`src/sv/rpn_pkg.sv`:
```
// Shared types and codes for the RPN stack calculator.
package rpn_pkg;

    localparam logic [3:0] CMD_PUSH = 4'd0;
    localparam logic [3:0] CMD_ADD  = 4'd1;
    localparam logic [3:0] CMD_SUB  = 4'd2;
    localparam logic [3:0] CMD_MUL  = 4'd3;
    localparam logic [3:0] CMD_DIV  = 4'd4;
    localparam logic [3:0] CMD_MOD  = 4'd5;
    localparam logic [3:0] CMD_POP  = 4'd6;
    localparam logic [3:0] CMD_DUP  = 4'd7;
    localparam logic [3:0] CMD_SWP  = 4'd8;
    localparam logic [3:0] CMD_ROL  = 4'd9;
    localparam logic [3:0] CMD_DUMP = 4'd11;

    localparam logic [2:0] ERR_NONE = 3'd0;
    localparam logic [2:0] ERR_FEW  = 3'd1;
    localparam logic [2:0] ERR_DIV0 = 3'd2;
    localparam logic [2:0] ERR_ROT  = 3'd3;
    localparam logic [2:0] ERR_INV  = 3'd4;
    localparam logic [2:0] ERR_OVF  = 3'd5;

    typedef struct packed {
        logic [3:0]         command;
        logic signed [31:0] push_value;
    } t_in;

    typedef struct packed {
        logic signed [31:0] out_value;
        logic               entry_valid;
        logic [6:0]         stack_count;
        logic [2:0]         error_code;
        logic               last_result;
    } t_out;

    typedef enum logic [1:0] {
        CELL_HOLD,
        CELL_FROM_ABOVE,
        CELL_FROM_BELOW,
        CELL_LOAD
    } t_cell_mode;

    typedef enum logic [1:0] {
        ALU_MUL,
        ALU_DIV,
        ALU_MOD
    } t_alu_op;

    typedef struct packed {
        logic    start;
        t_alu_op op;
    } t_alu_req;

endpackage

```
`src/sv/rpn_stack_calculator.sv`:
```
// RPN stack calculator top level: command control, cell row and serial ALU.
//
// A command request enters on the input channel (i_in_valid, o_in_ready,
// i_in_data) and its result requests leave on the output channel
// (o_out_valid, i_out_ready, o_out_data). One command is worked on at a time;
// o_in_ready is high only while the controller waits for a new command.
// The stack is a row of cells with the top in the first cell; each cell takes
// a word from a neighbor, so push, pop and arithmetic shift the whole row.
// Push, pop, dup, swap, add, sub and error cases go from idle to the response
// state, except divide or mod by zero, which drops its second operand in a drop state.
// Mul, div and mod run on a bit-serial unit while the controller waits for it.
// Rol n works by adjacent exchanges, one exchange per cycle.
// Dump rotates the whole row once, holding while the receiver stalls, and
// sends one request per entry, bottom first; the row is unchanged afterward.
// Reset clears the depth, the sticky error and the output valid flag; stack
// contents need no clearing. When the receiver stalls, the result waits in
// the output register and the controller holds until it is taken.
module rpn_stack_calculator
    import rpn_pkg::*;
#(
    parameter int STACK_DEPTH = 64,
    parameter int VALUE_WIDTH = 32
) (
    input  logic i_clk,
    input  logic i_rst_n,
    input  logic i_in_valid,
    output logic o_in_ready,
    input  t_in  i_in_data,
    output logic o_out_valid,
    input  logic i_out_ready,
    output t_out o_out_data
);

    localparam int DW = $clog2(STACK_DEPTH + 1);

    typedef enum logic [5:0] {
        ST_IDLE  = 6'b000001,
        ST_ARITH = 6'b000010,
        ST_DROP  = 6'b000100,
        ST_ROL   = 6'b001000,
        ST_DUMP  = 6'b010000,
        ST_RESP  = 6'b100000
    } t_state;

    t_state                 r_state, n_state;
    logic [DW-1:0]          r_depth, n_depth;
    logic [DW-1:0]          r_cnt, n_cnt;
    logic [2:0]             r_err, n_err;
    t_out                   r_out, n_out;
    logic                   r_out_valid, n_out_valid;

    t_cell_mode             w_mode [STACK_DEPTH];
    logic [VALUE_WIDTH-1:0] w_val  [STACK_DEPTH];
    logic [VALUE_WIDTH-1:0] w_load;
    logic [VALUE_WIDTH-1:0] w_top, w_sec;
    logic                   w_slot_free;
    logic                   w_want;
    logic                   w_bad_rol;
    t_alu_req               w_alu_req;
    logic                   w_alu_done;
    logic [VALUE_WIDTH-1:0] w_alu_result;

    genvar g;
    generate
        for (g = 0; g < STACK_DEPTH; g++) begin : g_cell
            logic [VALUE_WIDTH-1:0] w_above, w_below;
            if (g == 0) begin : g_first
                assign w_above = w_val[STACK_DEPTH-1];
            end else begin : g_mid
                assign w_above = w_val[g-1];
            end
            if (g == STACK_DEPTH - 1) begin : g_last
                assign w_below = '0;
            end else begin : g_rest
                assign w_below = w_val[g+1];
            end
            rpn_cell #(.VALUE_WIDTH(VALUE_WIDTH)) u_cell (
                .i_clk   (i_clk),
                .i_mode  (w_mode[g]),
                .i_above (w_above),
                .i_below (w_below),
                .i_load  (w_load),
                .o_value (w_val[g])
            );
        end
    endgenerate

    rpn_alu #(.VALUE_WIDTH(VALUE_WIDTH)) u_alu (
        .i_clk    (i_clk),
        .i_rst_n  (i_rst_n),
        .i_req    (w_alu_req),
        .i_lhs    (w_sec),
        .i_rhs    (w_top),
        .o_done   (w_alu_done),
        .o_result (w_alu_result)
    );

    assign w_top       = w_val[0];
    assign w_sec       = w_val[1];
    assign w_slot_free = !r_out_valid || i_out_ready;
    assign w_want      = (r_cnt != '0) &&
                         (({1'b0, r_cnt} + {1'b0, r_depth}) > (DW + 1)'(STACK_DEPTH));
    assign w_bad_rol   = w_top[VALUE_WIDTH-1] || (w_top < VALUE_WIDTH'(2)) ||
                         (w_top > VALUE_WIDTH'(r_depth - DW'(1)));

    always_comb begin
        n_state     = r_state;
        n_depth     = r_depth;
        n_cnt       = r_cnt;
        n_err       = r_err;
        n_out       = r_out;
        n_out_valid = r_out_valid;
        w_load      = '0;
        w_alu_req   = '{start: 1'b0, op: ALU_MUL};
        for (int i = 0; i < STACK_DEPTH; i++) begin
            w_mode[i] = CELL_HOLD;
        end
        if (r_out_valid && i_out_ready) begin
            n_out_valid = 1'b0;
        end

        case (r_state)
            ST_IDLE: begin
                if (i_in_valid) begin
                    n_state = ST_RESP;
                    if (i_in_data.command == CMD_DUMP) begin
                        if (r_depth != '0) begin
                            n_state = ST_DUMP;
                            n_cnt   = '0;
                        end
                    end else if (r_err == ERR_NONE) begin
                        case (i_in_data.command)
                            CMD_PUSH: begin
                                if (r_depth >= DW'(STACK_DEPTH)) begin
                                    n_err = ERR_OVF;
                                end else begin
                                    for (int i = 1; i < STACK_DEPTH; i++) begin
                                        w_mode[i] = CELL_FROM_ABOVE;
                                    end
                                    w_mode[0] = CELL_LOAD;
                                    w_load    = VALUE_WIDTH'(i_in_data.push_value);
                                    n_depth   = r_depth + DW'(1);
                                end
                            end
                            CMD_ADD, CMD_SUB, CMD_MUL, CMD_DIV, CMD_MOD: begin
                                if (r_depth == DW'(1)) begin
                                    n_depth = '0;
                                    n_err   = ERR_FEW;
                                end else if (r_depth != '0) begin
                                    if ((i_in_data.command == CMD_DIV ||
                                         i_in_data.command == CMD_MOD) && w_top == '0) begin
                                        for (int i = 0; i < STACK_DEPTH; i++) begin
                                            w_mode[i] = CELL_FROM_BELOW;
                                        end
                                        n_depth = r_depth - DW'(2);
                                        n_err   = ERR_DIV0;
                                        n_state = ST_DROP;
                                    end else if (i_in_data.command == CMD_ADD ||
                                                 i_in_data.command == CMD_SUB) begin
                                        for (int i = 1; i < STACK_DEPTH; i++) begin
                                            w_mode[i] = CELL_FROM_BELOW;
                                        end
                                        w_mode[0] = CELL_LOAD;
                                        w_load    = (i_in_data.command == CMD_ADD) ?
                                                    (w_sec + w_top) : (w_sec - w_top);
                                        n_depth   = r_depth - DW'(1);
                                    end else begin
                                        w_alu_req.start = 1'b1;
                                        if (i_in_data.command == CMD_MUL) begin
                                            w_alu_req.op = ALU_MUL;
                                        end else if (i_in_data.command == CMD_DIV) begin
                                            w_alu_req.op = ALU_DIV;
                                        end else begin
                                            w_alu_req.op = ALU_MOD;
                                        end
                                        n_state = ST_ARITH;
                                    end
                                end
                            end
                            CMD_POP: begin
                                if (r_depth != '0) begin
                                    for (int i = 0; i < STACK_DEPTH; i++) begin
                                        w_mode[i] = CELL_FROM_BELOW;
                                    end
                                    n_depth = r_depth - DW'(1);
                                end
                            end
                            CMD_DUP: begin
                                if (r_depth >= DW'(STACK_DEPTH)) begin
                                    n_err = ERR_OVF;
                                end else if (r_depth != '0) begin
                                    for (int i = 1; i < STACK_DEPTH; i++) begin
                                        w_mode[i] = CELL_FROM_ABOVE;
                                    end
                                    n_depth = r_depth + DW'(1);
                                end
                            end
                            CMD_SWP: begin
                                if (r_depth >= DW'(2)) begin
                                    w_mode[0] = CELL_FROM_BELOW;
                                    w_mode[1] = CELL_FROM_ABOVE;
                                end
                            end
                            CMD_ROL: begin
                                if (r_depth == '0) begin
                                    n_err = ERR_FEW;
                                end else begin
                                    for (int i = 0; i < STACK_DEPTH; i++) begin
                                        w_mode[i] = CELL_FROM_BELOW;
                                    end
                                    n_depth = r_depth - DW'(1);
                                    if (w_bad_rol) begin
                                        n_err = ERR_ROT;
                                    end else begin
                                        n_cnt   = DW'(w_top) - DW'(1);
                                        n_state = ST_ROL;
                                    end
                                end
                            end
                            default: begin
                                n_err = ERR_INV;
                            end
                        endcase
                    end
                end
            end
            ST_ARITH: begin
                if (w_alu_done) begin
                    for (int i = 1; i < STACK_DEPTH; i++) begin
                        w_mode[i] = CELL_FROM_BELOW;
                    end
                    w_mode[0] = CELL_LOAD;
                    w_load    = w_alu_result;
                    n_depth   = r_depth - DW'(1);
                    n_state   = ST_RESP;
                end
            end
            ST_DROP: begin
                for (int i = 0; i < STACK_DEPTH; i++) begin
                    w_mode[i] = CELL_FROM_BELOW;
                end
                n_state = ST_RESP;
            end
            ST_ROL: begin
                if (r_cnt == '0) begin
                    n_state = ST_RESP;
                end else begin
                    for (int i = 0; i < STACK_DEPTH; i++) begin
                        if (r_cnt == DW'(i)) begin
                            w_mode[i] = CELL_FROM_ABOVE;
                        end
                        if (r_cnt == DW'(i + 1)) begin
                            w_mode[i] = CELL_FROM_BELOW;
                        end
                    end
                    n_cnt = r_cnt - DW'(1);
                end
            end
            ST_DUMP: begin
                if (!w_want || w_slot_free) begin
                    if (w_want) begin
                        n_out_valid       = 1'b1;
                        n_out.out_value   = 32'(w_top);
                        n_out.entry_valid = 1'b1;
                        n_out.stack_count = 7'(r_depth);
                        n_out.error_code  = r_err;
                        n_out.last_result = (r_cnt == DW'(STACK_DEPTH));
                    end
                    if (r_cnt == DW'(STACK_DEPTH)) begin
                        n_state = ST_IDLE;
                    end else begin
                        for (int i = 0; i < STACK_DEPTH; i++) begin
                            w_mode[i] = CELL_FROM_ABOVE;
                        end
                        n_cnt = r_cnt + DW'(1);
                    end
                end
            end
            ST_RESP: begin
                if (w_slot_free) begin
                    n_out_valid       = 1'b1;
                    n_out.out_value   = (r_depth == '0) ? 32'd0 : 32'(w_top);
                    n_out.entry_valid = (r_depth != '0);
                    n_out.stack_count = 7'(r_depth);
                    n_out.error_code  = r_err;
                    n_out.last_result = 1'b1;
                    n_state           = ST_IDLE;
                end
            end
            default: begin
                n_state = ST_IDLE;
            end
        endcase
    end

    always_ff @(posedge i_clk) begin
        if (!i_rst_n) begin
            r_state     <= ST_IDLE;
            r_depth     <= '0;
            r_cnt       <= '0;
            r_err       <= ERR_NONE;
            r_out_valid <= 1'b0;
        end else begin
            r_state     <= n_state;
            r_depth     <= n_depth;
            r_cnt       <= n_cnt;
            r_err       <= n_err;
            r_out_valid <= n_out_valid;
        end
        r_out <= n_out;
    end

    assign o_in_ready  = (r_state == ST_IDLE);
    assign o_out_valid = r_out_valid;
    assign o_out_data  = r_out;

endmodule

```
`src/sv/rpn_cell.sv`:
```
// One stack cell: holds a word, loads it, or takes a neighbor's word.
module rpn_cell
    import rpn_pkg::*;
#(
    parameter int VALUE_WIDTH = 32
) (
    input  logic                   i_clk,
    input  t_cell_mode             i_mode,
    input  logic [VALUE_WIDTH-1:0] i_above,
    input  logic [VALUE_WIDTH-1:0] i_below,
    input  logic [VALUE_WIDTH-1:0] i_load,
    output logic [VALUE_WIDTH-1:0] o_value
);

    logic [VALUE_WIDTH-1:0] r_value;
    logic [VALUE_WIDTH-1:0] n_value;

    always_comb begin
        case (i_mode)
            CELL_HOLD:       n_value = r_value;
            CELL_FROM_ABOVE: n_value = i_above;
            CELL_FROM_BELOW: n_value = i_below;
            CELL_LOAD:       n_value = i_load;
            default:         n_value = r_value;
        endcase
    end

    always_ff @(posedge i_clk) begin
        r_value <= n_value;
    end

    assign o_value = r_value;

endmodule

```
`src/sv/rpn_alu.sv`:
```
// Bit-serial multiplier and signed divider shared by mul, div and mod.
module rpn_alu
    import rpn_pkg::*;
#(
    parameter int VALUE_WIDTH = 32
) (
    input  logic                   i_clk,
    input  logic                   i_rst_n,
    input  t_alu_req               i_req,
    input  logic [VALUE_WIDTH-1:0] i_lhs,
    input  logic [VALUE_WIDTH-1:0] i_rhs,
    output logic                   o_done,
    output logic [VALUE_WIDTH-1:0] o_result
);

    localparam int CW = $clog2(VALUE_WIDTH + 1);

    logic                   r_busy, n_busy;
    logic                   r_done, n_done;
    logic [CW-1:0]          r_cnt, n_cnt;
    t_alu_op                r_op, n_op;
    logic [VALUE_WIDTH-1:0] r_acc, n_acc;
    logic [VALUE_WIDTH-1:0] r_q, n_q;
    logic [VALUE_WIDTH-1:0] r_b, n_b;
    logic                   r_sl, n_sl;
    logic                   r_sr, n_sr;
    logic [VALUE_WIDTH:0]   w_shift;
    logic [VALUE_WIDTH:0]   w_diff;

    function automatic logic [VALUE_WIDTH-1:0] mag(input logic [VALUE_WIDTH-1:0] x);
        mag = x[VALUE_WIDTH-1] ? (VALUE_WIDTH'(0) - x) : x;
    endfunction

    assign w_shift = {r_acc, r_q[VALUE_WIDTH-1]};
    assign w_diff  = w_shift - {1'b0, r_b};

    always_comb begin
        n_busy = r_busy;
        n_done = 1'b0;
        n_cnt  = r_cnt;
        n_op   = r_op;
        n_acc  = r_acc;
        n_q    = r_q;
        n_b    = r_b;
        n_sl   = r_sl;
        n_sr   = r_sr;
        if (i_req.start) begin
            n_busy = 1'b1;
            n_cnt  = CW'(VALUE_WIDTH);
            n_op   = i_req.op;
            n_acc  = '0;
            n_sl   = i_lhs[VALUE_WIDTH-1];
            n_sr   = i_rhs[VALUE_WIDTH-1];
            if (i_req.op == ALU_MUL) begin
                n_q = i_rhs;
                n_b = i_lhs;
            end else begin
                n_q = mag(i_lhs);
                n_b = mag(i_rhs);
            end
        end else if (r_busy) begin
            if (r_cnt == '0) begin
                n_busy = 1'b0;
                n_done = 1'b1;
            end else begin
                n_cnt = r_cnt - CW'(1);
                if (r_op == ALU_MUL) begin
                    if (r_q[0]) begin
                        n_acc = r_acc + r_b;
                    end
                    n_b = {r_b[VALUE_WIDTH-2:0], 1'b0};
                    n_q = {1'b0, r_q[VALUE_WIDTH-1:1]};
                end else if (!w_diff[VALUE_WIDTH]) begin
                    n_acc = w_diff[VALUE_WIDTH-1:0];
                    n_q   = {r_q[VALUE_WIDTH-2:0], 1'b1};
                end else begin
                    n_acc = w_shift[VALUE_WIDTH-1:0];
                    n_q   = {r_q[VALUE_WIDTH-2:0], 1'b0};
                end
            end
        end
    end

    always_comb begin
        case (r_op)
            ALU_MUL: o_result = r_acc;
            ALU_DIV: o_result = (r_sl ^ r_sr) ? (VALUE_WIDTH'(0) - r_q) : r_q;
            ALU_MOD: o_result = r_sl ? (VALUE_WIDTH'(0) - r_acc) : r_acc;
            default: o_result = r_acc;
        endcase
    end

    always_ff @(posedge i_clk) begin
        if (!i_rst_n) begin
            r_busy <= 1'b0;
            r_done <= 1'b0;
            r_cnt  <= '0;
        end else begin
            r_busy <= n_busy;
            r_done <= n_done;
            r_cnt  <= n_cnt;
        end
        r_op  <= n_op;
        r_acc <= n_acc;
        r_q   <= n_q;
        r_b   <= n_b;
        r_sl  <= n_sl;
        r_sr  <= n_sr;
    end

    assign o_done = r_done;

endmodule

```
`config.mk`:
```
export PLATFORM = sky130hd
export DESIGN_NAME = rpn_stack_calculator
export DESIGN_NICKNAME = d
export VERILOG_FILES = /design/src/sv/rpn_pkg.sv /design/src/sv/rpn_stack_calculator.sv /design/src/sv/rpn_cell.sv /design/src/sv/rpn_alu.sv
export SDC_FILE = /design/constraint.sdc
export NUM_CORES = 2
export LEC_CHECK = 0
export BUFFER_PORTS_ARGS = -buffer_cell sky130_fd_sc_hd__buf_2
export CORE_ASPECT_RATIO = 1.1
export CORE_MARGIN = 1.5
export CORE_UTILIZATION = 60
export CTS_BUF_LIST = sky130_fd_sc_hd__clkbuf_8
export CTS_CLUSTER_DIAMETER = 150
export CTS_CLUSTER_SIZE = 25
export DETAILED_ROUTE_END_ITERATION = 10
export PLACE_DENSITY = 0.8
export SLEW_MARGIN = 15
export SYNTH_ARGS = -nofsm -noshare
export SYNTH_HDL_FRONTEND = slang
export SYNTH_SLANG_ARGS = --single-unit
```
`constraint.sdc`:
```
create_clock -name i_clk -period 6.19 [get_ports i_clk]
set_input_delay 1.238 -clock i_clk [delete_from_list [all_inputs] [get_ports i_clk]]
set_output_delay 1.238 -clock i_clk [all_outputs]
set_load 0.02 [all_outputs]
```
==> reports/results.ini <==
[placed_design]
placed_cells = 9490
dpl.hpwl_mm = 209.5
gp_congestion = 1.062
placedInstanceArea_um2 = 114900
place_ws_ps = 398.9
io_buffers = 85

[global_routing]
gr-total-overflow = 0
grt_pass1_vias = 62405
grt_pass1_wl_mm = 430.8
antenna_found_initial = 18
grt_usage_pct = 30.43
grt_max_degree = 62

[critical_path]
start_kind = flop
rrSetupSlack_ps = 560
endpoint_kind = flop
required_ps = 7020
crit_arrival_ps = 6460
rr_worst_depth = 16
r2r_end = g_cell[0].u_cell.o_value[30]$_DFFE_PP_
crit_type = flop to flop
path_max_fanout = 10
r2r_start = g_cell[0].u_cell.o_value[2]$_DFFE_PP_

[timing]
maxSlewViolCount = 0
fmax_mhz = 177.7
skew_ps = 87.79
period_minus_slack_ps = 5627
worst_slack_ps = 563.1
whs_ps = 500.2
timing.final.crit_share_pct = 90.90
tightest_slew_ps = 1244
slew_headroom_pct = 16.18
rsz0062_at_grt = no
finalSetupTns_ps = 0
hold_violations = 0
setup_viol = 0

[synth]
synth_seq_cells = 2224
synthMuxAreaShare_pct = 23.70
synth_xor_area_share_pct = 1.631
synth-edff-count = 2160
synth_fa_ha_area_share_pct = 1.876
synthArstFlopShare_pct = 0
ys.flop_type = edfxtp_1
yosysWarnings = 0
yosysSeqAreaShare_pct = 59.23
syn_inst = 7110
synth-compound-area-share_pct = 6.596
synth_cell_types = 97
syn_avg_cell_area_um2 = 15.71
synth_fp_nets = 7315
synthSimpleGateAreaFrac_pct = 4.182
synth_area_um2 = 111700
synth_top_family_by_area = multiplexers

[drt]
wl_mm = 291.0
drt-vias-per-instance = 6.510
wire_per_inst_um = 30.14
drtPass1Iterations = 6
drc = 0
drt-initial-drc-count = 6733
ant_nets = 0
dr_total_vias = 62852

[cells_and_area]
fillerInstances = 13063
area_growth_syn_to_layout_pct = 4.481
layout.nets = 7380
final_util_pct = 63.29
drive_above_1_share_pct = 26.73
finalNonFillerCells = 9654
fin_area_um2 = 116700

[power]
p_leak_nw = 42.75
switching_share_pct = 27.47
p_sw_mw = 8.144
vdd_drop_max_mv = 0.1758
pwr-share-seq_pct = 61.7
p_total_mw = 29.65
p_int_mw = 21.50
pwr-share-comb_pct = 18.1
power_density_nw_per_um2 = 254.1
pwr-share-clk_pct = 20.2

[clocking]
clkLatencyLatePin_ps = 950
cts-root-buf = clkbuf_8
cts_resized = 0
cts_tree = done
cts.clk_slew.worst_paths_ps = 170
ctsHtreeMaxLevel = 3
ctsHoldBuffers = 0
cts_buffer_depth = 3
numCtsBuffers = 100
clock-sinks = 2224
cts_setup_buffers = 0

[min_path]
whs_endpoint = u_alu.o_done$_SDFF_PP0_
hold_start = u_alu.r_busy$_SDFF_PN0_
hold_path_class = flop to flop
whs_path_depth = 2

[status]
outcome = completed

[floorplanning]
core_um2 = 184400
dieArea_um2 = 188700
fp.dieW_um = 414.3
io_pins = 86
start_util_pct = 60.57
rows = 165
dieHeight_um = 455.5

[job]
cap_viol_max_count = 0

cells in the final DEF (no fill, tap or decap), types with 160 or more instances in the layout:
cell type	n
a21oi_1	176
buf_4	260
edfxtp_1	2160
ha_1	160
mux2_1	667
mux2_2	346
mux2_4	974
nand2_1	323
nor2_1	188
o21ai_0	249
worst max-delay path, stage by stage (launching register included):
cell,delay (ps)
edfxtp_1,680
nor3_2,340
nand4b_1,530
or2_1,590
o31ai_1,310
xnor2_1,110
ha_1,410
nand2_1,110
o21ai_0,200
buf_4,220
nor3_1,70
o21ai_0,470
nand2_1,300
o21ai_0,500
a21oi_1,160
or4_1,410
nand3_1,90
cells by family after synthesis:
family / Yosys count
compound gates: 1031
mux: 2030
fa+ha+maj: 165
xor+xnor: 208
flops: 2224
buf+inv: 492
simple gates: 960
power groups by stage:
stage | Clock [mW] | Combinational (mW) | Sequential [mW]
6_report | 5.97 | 5.38 | 18.3
5_1_grt | 6.53 | 5.71 | 18.4
4_1_cts | 6.13 | 5.29 | 18.3
3_5_place_dp | 0 | 5.26 | 18.6
3_3_place_gp | 0 | 5.15 | 18.6
2_1_floorplan | 0 | 3.82 | 18.3
routing by layer:
layer  vias to the layer above  routed length, µm  GRT usage (%)
li1                      27466                  -              -
met1                     32314             115200          39.58
met2                      2473             142000          50.53
met3                       591              17190          3.691
met4                         8              16550          15.46
met5                         -                 58              0
cell type report:
class                      count  area [µm²]  area share (%)
sequential                  2224       66140           56.69
multi-input combinational   4394       42780           36.67
tap                         2421        3029           2.596
timing repair buffer         358        2653           2.274
clock buffer                 103        1418           1.215
inverter                      97       364.1          0.3121
clock inverter                44       251.5          0.2156
antenna                       13       32.53         0.02788
state kept, by name, indices dropped and copies added, names as in the netlist:
name / count
u_alu.o_done: 1
r_err: 3
u_alu.r_sr: 1
u_alu.r_sl: 1
r_cnt: 7
r_state: 6
u_alu.r_acc: 32
u_alu.r_b: 32
u_alu.r_op: 2
u_alu.r_cnt: 6
o_out_data: 44
u_alu.r_busy: 1
o_out_valid: 1
u_alu.r_q: 32
r_depth: 7
g_cell.u_cell.o_value: 2048
how the worst max path moves through the flow:
stage / start / to / slack, ps / cells after the start
floorplan: r_state[5]$_SDFFE_PN0P_ / g_cell[20].u_cell.o_value[0]$_DFFE_PP_ / 160 / 7
global placement: i_in_data[33] / g_cell[0].u_cell.o_value[30]$_DFFE_PP_ / 300 / 18
detailed placement: i_in_data[33] / g_cell[0].u_cell.o_value[30]$_DFFE_PP_ / 400 / 18
CTS: r_depth[2]$_SDFFE_PN0P_ / r_cnt[0]$_SDFFE_PN0P_ / 770 / 17
global route: g_cell[0].u_cell.o_value[2]$_DFFE_PP_ / g_cell[0].u_cell.o_value[30]$_DFFE_PP_ / 380 / 16
finish: g_cell[0].u_cell.o_value[2]$_DFFE_PP_ / g_cell[0].u_cell.o_value[30]$_DFFE_PP_ / 560 / 16
synth_stat cells, drive strengths merged, types with 48 or more instances:
library cell / count / area, µm²
a21o: 58 / 435.4
a21oi: 200 / 1249
a31oi: 48 / 705.7
and2: 79 / 494.2
buf: 226 / 2112
clkbuf: 169 / 635.6
dfxtp: 64 / 1281
edfxtp: 2160 / 64860
ha: 161 / 2014
inv: 95 / 356.6
mux2: 1987 / 26030
nand2: 323 / 1212
nand3: 57 / 285.3
nor2: 194 / 730.7
nor3: 87 / 445.4
o211ai: 84 / 630.6
o21ai: 298 / 1540
xnor2: 105 / 919.6
xor2: 103 / 902.1
No activity file was read; power rests on OpenSTA's default activity.
